$ cat config.mk
export PLATFORM = sky130hd
export DESIGN_NAME = epsilon_greedy_bandit_core
export DESIGN_NICKNAME = d
export VERILOG_FILES = /design/src/epsgb_pkg.sv /design/src/epsilon_greedy_bandit_core.sv
export SDC_FILE = /design/constraint.sdc
export NUM_CORES = 1
export LEC_CHECK = 0
export ABC_AREA = 1
export BUFFER_PORTS_ARGS = -buffer_cell sky130_fd_sc_hd__buf_2
export CAP_MARGIN = 20
export CORE_AREA = 5 5 333 335
export CTS_CLUSTER_SIZE = 28
export DETAILED_ROUTE_END_ITERATION = 7
export DIE_AREA = 0 0 338 340
export GPL_ROUTABILITY_DRIVEN = 0
export PLACE_DENSITY = 0.5
export SLEW_MARGIN = 30
export SYNTH_ARGS = -nofsm -noshare
export SYNTH_HDL_FRONTEND = slang
export SYNTH_SLANG_ARGS = --single-unit
export TNS_END_PERCENT = 100
$ cat constraint.sdc
create_clock -name aclk -period 10.9 [get_ports aclk]
set_input_delay 2.18 -clock aclk [delete_from_list [all_inputs] [get_ports aclk]]
set_output_delay 2.18 -clock aclk [all_outputs]
set_load 0.01 [all_outputs]
$ cat src/epsgb_pkg.sv
// ============================================================================
// Epsilon-greedy bandit package
// Shared widths, register map, default parameters and sequencer state codes.
// ============================================================================
package epsgb_pkg;

    // Default number of arms handed to the top level.
    localparam int ARMS_DEFAULT = 4;

    // Field widths.
    localparam int CMD_W    = 1;
    localparam int SAMPLE_W = 16;
    localparam int EST_W    = 32;
    localparam int CNT_W32  = 32;
    localparam int THR_W    = 17;
    localparam int ARM_OUT_W = 2;

    // Stream payload widths.
    localparam int S_TDATA_W = 64;
    localparam int M_TDATA_W = 72;

    // Configuration port.
    localparam int             APB_ADDR_W = 3;
    localparam int             APB_DATA_W = 32;
    localparam logic           REG_IDX_THR = 1'b0;
    localparam logic [THR_W-1:0] THR_RESET = 17'd6554;

    // Command codes.
    localparam logic CMD_SELECT = 1'b0;
    localparam logic CMD_UPDATE = 1'b1;

    // Divider runs one quotient bit per cycle over a 33-bit magnitude.
    localparam int         DIV_CNT_W = 6;
    localparam logic [5:0] DIV_LAST  = 6'd32;

    // Sequencer states, one-hot.
    typedef enum logic [9:0] {
        S_IDLE      = 10'b00_0000_0001,
        S_DECIDE    = 10'b00_0000_0010,
        S_SCAN_MAX  = 10'b00_0000_0100,
        S_TIE_K     = 10'b00_0000_1000,
        S_SCAN_PICK = 10'b00_0001_0000,
        S_FETCH     = 10'b00_0010_0000,
        S_LOAD      = 10'b00_0100_0000,
        S_DIV       = 10'b00_1000_0000,
        S_WRITE     = 10'b01_0000_0000,
        S_OUT       = 10'b10_0000_0000
    } state_t;

endpackage

$ cat src/epsilon_greedy_bandit_core.sv
// ============================================================================
// Epsilon-greedy bandit core
// Chooses arms by epsilon-greedy selection and keeps sample-average reward
// estimates and pull counts per arm in an on-chip memory.
// ============================================================================
// One request is handled at a time and yields exactly one result. A select
// request that explores reads only the chosen arm; a greedy select scans the
// arms twice (once over every arm to find the maximum and count ties, then up
// to the tied arm it picks); an update request runs the 33-step restoring
// divider that forms (reward - estimate) / count. The arm memory has one
// registered read port, which sets the scan speed of one arm per cycle. The
// output register lets a new request be taken while the previous result still
// waits on the master side. Estimates and counts read as zero after reset
// through per-arm valid bits, so no clearing pass is needed.
module epsilon_greedy_bandit_core #(
    parameter int NUM_ARMS = epsgb_pkg::ARMS_DEFAULT
) (
    input  logic                                aclk,
    input  logic                                aresetn,
    // Request stream.
    input  logic                                s_tvalid,
    output logic                                s_tready,
    // [15:0] explore_sample, [31:16] pick_sample, [63:32] reward
    input  logic [epsgb_pkg::S_TDATA_W-1:0]     s_tdata,
    // [0] cmd
    input  logic [0:0]                          s_tuser,
    // Result stream.
    output logic                                m_tvalid,
    input  logic                                m_tready,
    // [1:0] chosen_arm, [33:2] arm_estimate, [65:34] arm_pulls, [71:66] zero
    output logic [epsgb_pkg::M_TDATA_W-1:0]     m_tdata,
    // [0] explored
    output logic [0:0]                          m_tuser,
    // Configuration port.
    input  logic                                psel,
    input  logic                                penable,
    input  logic                                pwrite,
    input  logic [epsgb_pkg::APB_ADDR_W-1:0]    paddr,
    input  logic [epsgb_pkg::APB_DATA_W-1:0]    pwdata,
    output logic [epsgb_pkg::APB_DATA_W-1:0]    prdata,
    output logic                                pready
);

    localparam int ARM_W  = (NUM_ARMS > 1) ? $clog2(NUM_ARMS) : 1;
    localparam int CNT_W  = $clog2(NUM_ARMS + 1);
    localparam int PROD_W = epsgb_pkg::SAMPLE_W + CNT_W;
    localparam int MEM_W  = epsgb_pkg::EST_W + epsgb_pkg::CNT_W32;
    localparam logic [CNT_W-1:0] NARM_C   = CNT_W'(NUM_ARMS);
    localparam logic [ARM_W-1:0] LAST_ARM = ARM_W'(NUM_ARMS - 1);

    // ------------------------------------------------------------------
    // Registers
    // ------------------------------------------------------------------
    epsgb_pkg::state_t state_reg, state_next;

    logic [epsgb_pkg::THR_W-1:0] thr_reg;
    logic                        m_tvalid_reg, m_tvalid_next;
    logic [NUM_ARMS-1:0]         valid_reg, valid_next;
    logic [ARM_W-1:0]            cur_arm_reg, cur_arm_next;
    logic [CNT_W-1:0]            issue_cnt_reg, issue_cnt_next;
    logic                        data_vld_reg, data_vld_next;

    logic                        cmd_reg, cmd_next;
    logic [15:0]                 esamp_reg, esamp_next;
    logic [15:0]                 psamp_reg, psamp_next;
    logic [31:0]                 reward_reg, reward_next;
    logic [ARM_W-1:0]            arm_reg, arm_next;
    logic                        explored_reg, explored_next;
    logic [31:0]                 est_reg, est_next;
    logic [31:0]                 cnt_reg, cnt_next;
    logic [ARM_W-1:0]            data_idx_reg, data_idx_next;
    logic signed [31:0]          best_reg, best_next;
    logic [CNT_W-1:0]            ties_reg, ties_next;
    logic [CNT_W-1:0]            k_reg, k_next;
    logic                        neg_reg, neg_next;
    logic [32:0]                 div_q_reg, div_q_next;
    logic [32:0]                 div_rem_reg, div_rem_next;
    logic [5:0]                  div_cnt_reg, div_cnt_next;
    logic [epsgb_pkg::M_TDATA_W-1:0] m_tdata_reg, m_tdata_next;
    logic                        m_tuser_reg, m_tuser_next;

    // Arm memory: {pull count, estimate} per arm.
    logic [MEM_W-1:0] arm_mem [NUM_ARMS];
    logic [MEM_W-1:0] mem_q;
    logic             rd_en;
    logic [ARM_W-1:0] rd_addr;
    logic             mem_we;
    logic [MEM_W-1:0] mem_wdata;

    // Datapath helpers.
    logic [PROD_W-1:0]  mul_b;
    logic [PROD_W-1:0]  mul_p;
    logic signed [31:0] scan_e;
    logic [MEM_W-1:0]   entry;
    logic [32:0]        diff;
    logic [32:0]        trial;
    logic               ge;
    logic [33:0]        qs;
    logic [33:0]        sum;
    logic [31:0]        sat;
    logic [7:0]         arm_wide;
    logic               cfg_wr;

    // ------------------------------------------------------------------
    // Configuration port
    // ------------------------------------------------------------------
    assign pready = 1'b1;
    assign cfg_wr = psel && penable && pwrite && pready
                    && (paddr[epsgb_pkg::APB_ADDR_W-1:2] == epsgb_pkg::REG_IDX_THR);
    assign prdata = (paddr[epsgb_pkg::APB_ADDR_W-1:2] == epsgb_pkg::REG_IDX_THR)
                    ? {{(epsgb_pkg::APB_DATA_W - epsgb_pkg::THR_W){1'b0}}, thr_reg}
                    : '0;

    // ------------------------------------------------------------------
    // Shared small multiplier for the explore arm and the tie index.
    // ------------------------------------------------------------------
    assign mul_b = (state_reg == epsgb_pkg::S_DECIDE) ? PROD_W'(NARM_C) : PROD_W'(ties_reg);
    assign mul_p = PROD_W'(psamp_reg) * mul_b;

    // An entry that was never written reads as zero.
    assign scan_e = valid_reg[data_idx_reg] ? $signed(mem_q[31:0]) : 32'sd0;
    assign entry  = valid_reg[arm_reg] ? mem_q : '0;

    // Update difference and one restoring divider step.
    assign diff  = {reward_reg[31], reward_reg} - {entry[31], entry[31:0]};
    assign trial = {div_rem_reg[31:0], div_q_reg[32]};
    assign ge    = trial >= {1'b0, cnt_reg};

    // Signed quotient added to the estimate, saturated to 32 bits.
    assign qs  = neg_reg ? (34'd0 - {1'b0, div_q_reg}) : {1'b0, div_q_reg};
    assign sum = {{2{est_reg[31]}}, est_reg} + qs;
    assign sat = (sum[33:31] == 3'b000 || sum[33:31] == 3'b111) ? sum[31:0]
               : (sum[33] ? 32'h8000_0000 : 32'h7FFF_FFFF);

    assign arm_wide  = {{(8 - ARM_W){1'b0}}, arm_reg};
    assign mem_wdata = {cnt_reg, sat};

    assign s_tready = (state_reg == epsgb_pkg::S_IDLE);
    assign m_tvalid = m_tvalid_reg;
    assign m_tdata  = m_tdata_reg;
    assign m_tuser  = m_tuser_reg;

    // ------------------------------------------------------------------
    // Sequencer
    // ------------------------------------------------------------------
    always_comb begin
        state_next     = state_reg;
        m_tvalid_next  = m_tvalid_reg;
        valid_next     = valid_reg;
        cur_arm_next   = cur_arm_reg;
        issue_cnt_next = issue_cnt_reg;
        data_vld_next  = 1'b0;
        cmd_next       = cmd_reg;
        esamp_next     = esamp_reg;
        psamp_next     = psamp_reg;
        reward_next    = reward_reg;
        arm_next       = arm_reg;
        explored_next  = explored_reg;
        est_next       = est_reg;
        cnt_next       = cnt_reg;
        data_idx_next  = data_idx_reg;
        best_next      = best_reg;
        ties_next      = ties_reg;
        k_next         = k_reg;
        neg_next       = neg_reg;
        div_q_next     = div_q_reg;
        div_rem_next   = div_rem_reg;
        div_cnt_next   = div_cnt_reg;
        m_tdata_next   = m_tdata_reg;
        m_tuser_next   = m_tuser_reg;
        rd_en          = 1'b0;
        rd_addr        = issue_cnt_reg[ARM_W-1:0];
        mem_we         = 1'b0;

        // The master side takes the pending result.
        if (m_tvalid_reg && m_tready) begin
            m_tvalid_next = 1'b0;
        end

        unique case (state_reg)
            epsgb_pkg::S_IDLE: begin
                if (s_tvalid) begin
                    cmd_next    = s_tuser[0];
                    esamp_next  = s_tdata[15:0];
                    psamp_next  = s_tdata[31:16];
                    reward_next = s_tdata[63:32];
                    state_next  = epsgb_pkg::S_DECIDE;
                end
            end

            // Choose the path: update, explore, or greedy scan.
            epsgb_pkg::S_DECIDE: begin
                if (cmd_reg == epsgb_pkg::CMD_UPDATE) begin
                    arm_next      = cur_arm_reg;
                    explored_next = 1'b0;
                    state_next    = epsgb_pkg::S_FETCH;
                end else if ({1'b0, esamp_reg} < thr_reg) begin
                    arm_next      = mul_p[epsgb_pkg::SAMPLE_W +: ARM_W];
                    explored_next = 1'b1;
                    state_next    = epsgb_pkg::S_FETCH;
                end else begin
                    explored_next  = 1'b0;
                    issue_cnt_next = '0;
                    state_next     = epsgb_pkg::S_SCAN_MAX;
                end
            end

            // Pass one: maximum estimate and number of arms that reach it.
            epsgb_pkg::S_SCAN_MAX: begin
                if (issue_cnt_reg < NARM_C) begin
                    rd_en          = 1'b1;
                    issue_cnt_next = issue_cnt_reg + 1'b1;
                    data_vld_next  = 1'b1;
                    data_idx_next  = issue_cnt_reg[ARM_W-1:0];
                end
                if (data_vld_reg) begin
                    if (data_idx_reg == '0 || scan_e > best_reg) begin
                        best_next = scan_e;
                        ties_next = CNT_W'(1);
                    end else if (scan_e == best_reg) begin
                        ties_next = ties_reg + 1'b1;
                    end
                    if (data_idx_reg == LAST_ARM) begin
                        state_next = epsgb_pkg::S_TIE_K;
                    end
                end
            end

            // Index of the tied arm to take.
            epsgb_pkg::S_TIE_K: begin
                k_next         = mul_p[epsgb_pkg::SAMPLE_W +: CNT_W];
                issue_cnt_next = '0;
                state_next     = epsgb_pkg::S_SCAN_PICK;
            end

            // Pass two: walk to the k-th arm holding the maximum.
            epsgb_pkg::S_SCAN_PICK: begin
                if (issue_cnt_reg < NARM_C) begin
                    rd_en          = 1'b1;
                    issue_cnt_next = issue_cnt_reg + 1'b1;
                    data_vld_next  = 1'b1;
                    data_idx_next  = issue_cnt_reg[ARM_W-1:0];
                end
                if (data_vld_reg && scan_e == best_reg) begin
                    if (k_reg == '0) begin
                        arm_next   = data_idx_reg;
                        state_next = epsgb_pkg::S_FETCH;
                    end else begin
                        k_next = k_reg - 1'b1;
                    end
                end
            end

            epsgb_pkg::S_FETCH: begin
                rd_en      = 1'b1;
                rd_addr    = arm_reg;
                state_next = epsgb_pkg::S_LOAD;
            end

            // Entry of the chosen arm is available.
            epsgb_pkg::S_LOAD: begin
                est_next = entry[31:0];
                cnt_next = entry[63:32];
                if (cmd_reg == epsgb_pkg::CMD_SELECT) begin
                    cur_arm_next = arm_reg;
                    state_next   = epsgb_pkg::S_OUT;
                end else begin
                    if (entry[63:32] != 32'hFFFF_FFFF) begin
                        cnt_next = entry[63:32] + 32'd1;
                    end
                    neg_next     = diff[32];
                    div_q_next   = diff[32] ? (33'd0 - diff) : diff;
                    div_rem_next = '0;
                    div_cnt_next = epsgb_pkg::DIV_LAST;
                    state_next   = epsgb_pkg::S_DIV;
                end
            end

            // One quotient bit per cycle.
            epsgb_pkg::S_DIV: begin
                div_rem_next = ge ? (trial - {1'b0, cnt_reg}) : trial;
                div_q_next   = {div_q_reg[31:0], ge};
                div_cnt_next = div_cnt_reg - 1'b1;
                if (div_cnt_reg == '0) begin
                    state_next = epsgb_pkg::S_WRITE;
                end
            end

            // Write the new estimate and count back.
            epsgb_pkg::S_WRITE: begin
                mem_we              = 1'b1;
                est_next            = sat;
                valid_next[arm_reg] = 1'b1;
                state_next          = epsgb_pkg::S_OUT;
            end

            // Hand the result to the output register once it is free.
            epsgb_pkg::S_OUT: begin
                if (!m_tvalid_reg || m_tready) begin
                    m_tvalid_next = 1'b1;
                    m_tdata_next  = {6'd0, cnt_reg, est_reg, arm_wide[1:0]};
                    m_tuser_next  = explored_reg;
                    state_next    = epsgb_pkg::S_IDLE;
                end
            end

            default: begin
                state_next = epsgb_pkg::S_IDLE;
            end
        endcase
    end

    // ------------------------------------------------------------------
    // Control registers
    // ------------------------------------------------------------------
    always_ff @(posedge aclk) begin
        if (!aresetn) begin
            state_reg     <= epsgb_pkg::S_IDLE;
            thr_reg       <= epsgb_pkg::THR_RESET;
            m_tvalid_reg  <= 1'b0;
            valid_reg     <= '0;
            cur_arm_reg   <= '0;
            issue_cnt_reg <= '0;
            data_vld_reg  <= 1'b0;
        end else begin
            state_reg     <= state_next;
            m_tvalid_reg  <= m_tvalid_next;
            valid_reg     <= valid_next;
            cur_arm_reg   <= cur_arm_next;
            issue_cnt_reg <= issue_cnt_next;
            data_vld_reg  <= data_vld_next;
            if (cfg_wr) begin
                thr_reg <= pwdata[epsgb_pkg::THR_W-1:0];
            end
        end
    end

    // ------------------------------------------------------------------
    // Payload registers
    // ------------------------------------------------------------------
    always_ff @(posedge aclk) begin
        cmd_reg      <= cmd_next;
        esamp_reg    <= esamp_next;
        psamp_reg    <= psamp_next;
        reward_reg   <= reward_next;
        arm_reg      <= arm_next;
        explored_reg <= explored_next;
        est_reg      <= est_next;
        cnt_reg      <= cnt_next;
        data_idx_reg <= data_idx_next;
        best_reg     <= best_next;
        ties_reg     <= ties_next;
        k_reg        <= k_next;
        neg_reg      <= neg_next;
        div_q_reg    <= div_q_next;
        div_rem_reg  <= div_rem_next;
        div_cnt_reg  <= div_cnt_next;
        m_tdata_reg  <= m_tdata_next;
        m_tuser_reg  <= m_tuser_next;
    end

    // ------------------------------------------------------------------
    // Arm memory, registered read
    // ------------------------------------------------------------------
    always_ff @(posedge aclk) begin
        if (mem_we) begin
            arm_mem[arm_reg] <= mem_wdata;
        end
        if (rd_en) begin
            mem_q <= arm_mem[rd_addr];
        end
    end

    // ------------------------------------------------------------------
    // Assertions
    // ------------------------------------------------------------------
    // The divider remainder stays below the divisor.
    a_div_rem: assert property (@(posedge aclk) disable iff (!aresetn)
        state_reg == epsgb_pkg::S_DIV |-> div_rem_reg < {1'b0, cnt_reg})
        else $error("divider remainder not below divisor");

    // An update never divides by a zero count.
    a_cnt_nonzero: assert property (@(posedge aclk) disable iff (!aresetn)
        state_reg == epsgb_pkg::S_WRITE |-> cnt_reg != 32'd0)
        else $error("write back with zero pull count");

    // A chosen arm always lies inside the arm set.
    a_arm_range: assert property (@(posedge aclk) disable iff (!aresetn)
        state_reg == epsgb_pkg::S_FETCH |-> arm_reg <= LAST_ARM)
        else $error("chosen arm out of range");

    // A result appears only from the output state.
    a_out_src: assert property (@(posedge aclk) disable iff (!aresetn)
        $rose(m_tvalid_reg) |-> $past(state_reg == epsgb_pkg::S_OUT))
        else $error("result raised outside output state");

    // An accepted request starts the decision step.
    a_accept: assert property (@(posedge aclk) disable iff (!aresetn)
        s_tvalid && s_tready |=> state_reg == epsgb_pkg::S_DECIDE)
        else $error("accepted request not decided");

endmodule

After elaboration in Yosys (flattened, before gate mapping). Memory sizes are Yosys's and may differ from the RTL's. A register that Yosys moved wholly into a read port is not among the register bits. Cells that the tools add are included.

Memories kept: 1. Memory bits (writable): 256. Output and inout bits: 108. Input port bits: 107. Register bits after elaboration: 349. Logic and storage cells: 166.

Memory list: arm_mem (depth 4, bits a word 64, read ports 1, clocked after memory_dff 1, write ports 1, RTL line epsilon_greedy_bandit_core.sv:83) `logic [MEM_W-1:0] arm_mem [NUM_ARMS];`.

Bitwise gates (word level): 3. Mux-type cells: 58. Order comparisons: 7. Equal/unequal tests: 27. Multiply operators: 1. Reduce and logical (&&, ||, !) cells: 34. $add $sub $neg: 10.

Operator list (number): two-way mux 32 bit (7); one-hot mux 32 bit (2 select lines) (2); one-hot mux 10 bit (10 select lines) (1); two-way mux 10 bit (8); two-way mux 33 bit (2); one-hot mux 33 bit (2 select lines) (1); two-way mux 64 bit (1); adder 34 bit (1); two-way mux 34 bit (1); subtractor 1 x 33 -> 34 bit, first input constant (1); >= comparator 33 x 32 -> 1 bit (1); subtractor 1 x 33 -> 33 bit, first input constant (1); subtractor 32 x 32 -> 33 bit (1); adder 32 x 1 -> 32 bit, second input constant (1); equality test 32 bit (1); greater-than comparator 32 bit (1); inequality test 32 bit, second input constant (1); subtractor 32 bit (1); inequality test 2 bit, second input constant (11); two-way mux 3 bit (7); multiplier 16 x 3 -> 19 bit (1); two-way mux 6 bit (3); < comparator 16 x 17 -> 1 bit (1); two-way mux 17 bit (1); 44 further kinds (83).

Longest topological paths before layout.
Word-level depth: 8. Gate-level depth with buffers: 32. Gate-level depth less buffers: 30.

Worst setup path after synthesis. No wires, ideal clock.

Path type: flip-flop to flip-flop. From: register state_reg[8]. To: register div_cnt_reg[0], enable pin. Path buffers: 0. Stages on the path, launching flop included: 6. Required time: 10.302 ns. Period minus slack after synthesis: 6.404 ns. Slack: 4.496 ns. Arrival: 5.805 ns. Setup time: 0.598 ns. Cell sequence: dfxtp_1 -> inv_1 -> nand2_1 -> inv_1 -> nand3_1 -> o21ai_0.

Cells in the longest elaborated chain, start to end: 3. Elaborated cells on any way between the ends: 5. Classes of those cells: eq/ne: 3; reduce/logical: 2.

RTL lines: from (decl) (RTL line epsilon_greedy_bandit_core.sv:54) `epsgb_pkg::state_t state_reg, state_next;`; from (signal assigned) (RTL line epsilon_greedy_bandit_core.sv:318) `state_reg <= epsgb_pkg::S_IDLE;`; from (signal assigned) (RTL line epsilon_greedy_bandit_core.sv:326) `state_reg <= state_next;`; equality test 10 x 7 -> 1 bit or equality test 10 x 8 -> 1 bit (tied branches) (RTL line epsilon_greedy_bandit_core.sv:180) `unique case (state_reg)`; inequality test 2 bit (no line) or nonzero test 2 bit (tied branches); AND reduction 2 bit (no line) (*); to (signal assigned) (RTL line epsilon_greedy_bandit_core.sv:357) `div_cnt_reg <= div_cnt_next;`; to (decl) (RTL line epsilon_greedy_bandit_core.sv:78) `logic [5:0] div_cnt_reg, div_cnt_next;`.

Every way passes the cells marked *; elsewhere a longest branch is shown, timed or not. A chain may end at the register's enable or synchronous reset.

Worst setup path after layout.
From: register div_q_reg[0]. To: register est_reg[30] (data pin).

Cells in the longest elaborated chain, start to end: 7. Elaborated cells on any way between the ends: 9. Classes of those cells: add/sub: 2; eq/ne: 1; mux: 4; reduce/logical: 2.

RTL lines: from (decl) (RTL line epsilon_greedy_bandit_core.sv:76) `logic [32:0] div_q_reg, div_q_next;`; from (signal assigned) (RTL line epsilon_greedy_bandit_core.sv:355) `div_q_reg <= div_q_next;`; subtractor 1 x 33 -> 34 bit (RTL line epsilon_greedy_bandit_core.sv:130) `assign qs = neg_reg ? (34'd0 - {1'b0, div_q_reg}) : {1'b0, div_q_reg};`; two-way mux 34 bit (*) (RTL line epsilon_greedy_bandit_core.sv:130); adder 34 bit (*) (RTL line epsilon_greedy_bandit_core.sv:131) `assign sum = {{2{est_reg[31]}}, est_reg} + qs;`; equality test 3 bit or zero test 3 bit (tied branches) (RTL line epsilon_greedy_bandit_core.sv:132) `assign sat = (sum[33:31] == 3'b000 || sum[33:31] == 3'b111) ? sum[31:0]`; logical OR 1 bit (RTL line epsilon_greedy_bandit_core.sv:132); two-way mux 32 bit (*) (RTL line epsilon_greedy_bandit_core.sv:132); net sat[30] (RTL line epsilon_greedy_bandit_core.sv:100) `logic [31:0] sat;`; one-hot mux 32 bit (2 select lines) (*) (RTL line epsilon_greedy_bandit_core.sv:180); net est_next[30] (RTL line epsilon_greedy_bandit_core.sv:69) `logic [31:0] est_reg, est_next;`; to (signal assigned) (RTL line epsilon_greedy_bandit_core.sv:348) `est_reg <= est_next;`; to (decl) (RTL line epsilon_greedy_bandit_core.sv:69).

The timed path passes the listed nets; every way through them passes the cells marked *.

==> flow_metrics.tcl <==
set metrics [dict create \
    status "finished clean" \
    clock_latency_ns 0.66 \
    drc 0 \
    syn_area_um2 37200 \
    setup-tns-final_ns 0 \
    grt_overflow_total 0 \
    p_leak_nw 17.9 \
    r2r_slack_ns 4.97 \
    drv_cap 0 \
    fin_crit_ns 5.93 \
    portBuffers 175 \
    post_layout_nonfiller_instances 5794 \
    skew_ns 0.0253 \
    synth_top_area_cell "edfxtp_1" \
    antenna_found_initial 4 \
    path_depth 21 \
    relSlewSlack 0.388 \
    syn-instance-count 4145 \
    finalHoldViolations 0 \
    worst_path_max_delay_cell "nand3_2" \
    max_freq_ghz 0.169 \
    hold_path_class "reg2reg" \
    critPathLaunchType "flop" \
    ant_nets 0 \
    worstSetupEndpoint "est_reg[30]" \
    clk_root_buffer_cell "clkbuf_16" \
    viasPerCell 4.89 \
    crit_family "simple AND/OR/NAND/NOR gates" \
    worst_slew_pin_slew_ns 0.918 \
    reg2reg_from "div_q_reg[0]" \
    drive_above_1_share 0.0918 \
    fin_worst_hold_slack_ns 0.421 \
    final.period_utilization 0.544 \
    critPathLaunch "div_q_reg[0]" \
    drt_iter0_markers 1829 \
    crit_chain "inv_1 -> ha_1 -> nand4_1 -> nor3_1 -> nand4_1 -> nor4_1 -> nand2_1 -> nand2_1 -> o21ai_0 -> xor2_1 -> ha_1 -> a21oi_1 -> a21boi_0 -> nor3_1 -> nor3_1 -> nand3_1 -> nand3_1 -> nand3_2 -> nand2_1 -> nand2_1 -> nand2_1" \
    vias 28400 \
    synth.distinct_cells 59 \
    ir_drop_mv 0.128 \
    largest_reg_flops 256 \
    arrival_ns 6.43 \
    required_ns 11.40 \
    initial_core_util 0.345 \
    clk_pin_slew_worst_paths_ns 0.06 \
    cts_made_buffers 80 \
    fin_total_pwr_mw 6.71 \
    fin_util 0.392 \
    fp-row-count 121 \
    first_pass_iters 8 \
    dp_cells 5649 \
    avgSynthCellArea_um2 8.97 \
    path_buf_inv 1 \
    die_height_um 340 \
    fp.coreArea_um2 108000 \
    die_x_um 338 \
    timing.rr.end "est_reg[30]" \
    io_pins 215 \
    cpMostUsedCell "nand2_1" \
    crit_type "reg2reg" \
    ys_ff_latch 669 \
    totalWireLength_um 105000 \
    synth_top_area_frac 0.509 \
    cts_tree "done" \
    p_per_area_nw_per_um2 159 \
    end_kind "flop" \
    rsz0062_at_grt "false" \
    r2r_cells 21 \
    slowest_delay_ns 0.66 \
    layout.nets 4611 \
    setup_viol 0 \
    dp_hpwl_um 76000 \
    h-tree-depth 3 \
    cts_sinks 669 \
    wire_per_inst_um 18.0 \
    grt_pass1_vias 27400 \
    grt_usage 0.179 \
    cts_setup_buffers 0 \
    cts-resized-gates 0 \
    crit_fanout 34 \
    grt_max_degree 79 \
    yosysWarnings 0 \
    maxSlewViolCount 0 \
    dieArea_um2 115000 \
    seq_area_frac_synth 0.530 \
    synthTopCellsByArea "edfxtp_1 51%, nand2_1 12%, ha_1 5.7%, inv_1 5.3%, nor2_1 3.9%" \
    postCtsHoldBufs 0 \
    clockBufferDepth 3 \
    grt_pass1_wl_um 160000 \
    syn2layout_area_growth_pct 13.5 \
]
## metal layers
| layer | wire (um) | global-route usage |
|---|---|---|
| met1 | 47400 | 0.239 |
| met3 | 4500 | 0.0265 |
| met5 | 18 | 0 |
| met2 | 49100 | 0.299 |
| met4 | 3520 | 0.0559 |
## synthesized netlist by cell type (all sizes together)
library cell     n
clkinv           1
o2111ai          2
o21ai          162
edfxtp         631
or3              1
inv            542
a21o            11
dfxtp           38
o21a             6
a32oi           64
a221oi           5
a22oi            1
nor2           393
xnor2           36
conb             2
buf             63
a21boi           7
a41oi            1
nand3b          11
nand3          232
or2              7
o311ai           1
a21oi          214
xor2            80
nand4           39
nor4b            1
and3             5
o211ai          14
nor4            17
a31o             2
fa              17
nor3            56
clkbuf          68
and2             8
a221o            1
nand2         1199
a31oi           13
o31ai            6
o21bai          10
o221ai           2
ha             169
a211oi           7
## cells by family (layout without fill, tap and decap cells)
| logic type | Yosys count | after routing | synth area share |
|---|---|---|---|
| and+or+nand+nor | 1969 | 1969 | 0.219 |
| other | 2 | 23 | 0.000202 |
| adders and majority gates | 186 | 186 | 0.0660 |
| buffers and inverters | 674 | 888 | 0.0727 |
| DFF | 669 | 669 | 0.530 |
| xor gates and xnor gates | 116 | 116 | 0.0273 |
| AOI/OAI and AO/OA | 529 | 529 | 0.0847 |
## per-stage QoR
stage	setup WS (ns)	area [um^2]
floorplan	4.50	37300
global placement	5.19	39500
detailed placement	5.19	39600
CTS	5.14	42200
global route	4.55	42200
finish	4.97	42200
## worst min-delay path by stage
stage	start	endpoint	slack, ns	cells after the start
2_1_floorplan	explored_reg	m_tuser	0.40	0
3_3_place_gp	explored_reg	m_tuser	0.41	0
3_5_place_dp	explored_reg	m_tuser	0.41	0
4_1_cts	explored_reg	m_tuser	0.42	0
5_1_grt	explored_reg	m_tuser	0.43	0
6_report	explored_reg	m_tuser	0.42	0
## placed cells by master, fill, tap and decap left out, types with 8 or more instances in the layout
cell,instances
a21o_1,11
a21oi_1,211
a31oi_1,13
a32oi_1,64
and2_1,8
buf_2,175
buf_4,23
clkbuf_1,12
clkbuf_16,80
clkinv_1,17
clkinv_2,11
clkinvlp_4,8
conb_1,22
dfxtp_1,38
edfxtp_1,631
fa_1,17
ha_1,169
inv_1,523
inv_2,16
nand2_1,1183
nand2_2,13
nand3_1,221
nand3_2,10
nand3b_1,11
nand4_1,39
nor2_1,379
nor2_2,8
nor3_1,49
nor4_1,17
o211ai_1,14
o21ai_0,130
o21ai_1,27
o21bai_1,9
xnor2_1,36
xor2_1,80
## area by class of cell
type / count / area [um^2]
diodes: 1 / 2.50
clock buffers: 92 / 2050
clock inverters: 51 / 537
fillers: 10900 / 65600
inverters: 543 / 2040
multi-input cells: 2822 / 15000
flip-flops and latches: 669 / 19700
well taps: 1414 / 1770
repair buffers: 202 / 1130
## power by group
part / total [mW] / switching, mW / leakage, nW / internal, mW
clock: 2.65 / 1.12 / 1.24 / 1.53
combinational: 1.10 / 0.749 / 10.9 / 0.350
sequential: 2.96 / 0.0489 / 5.78 / 2.91
total: 6.71 / 1.92 / 17.9 / 4.79
Note: power is estimated with default switching activity, not from simulation.
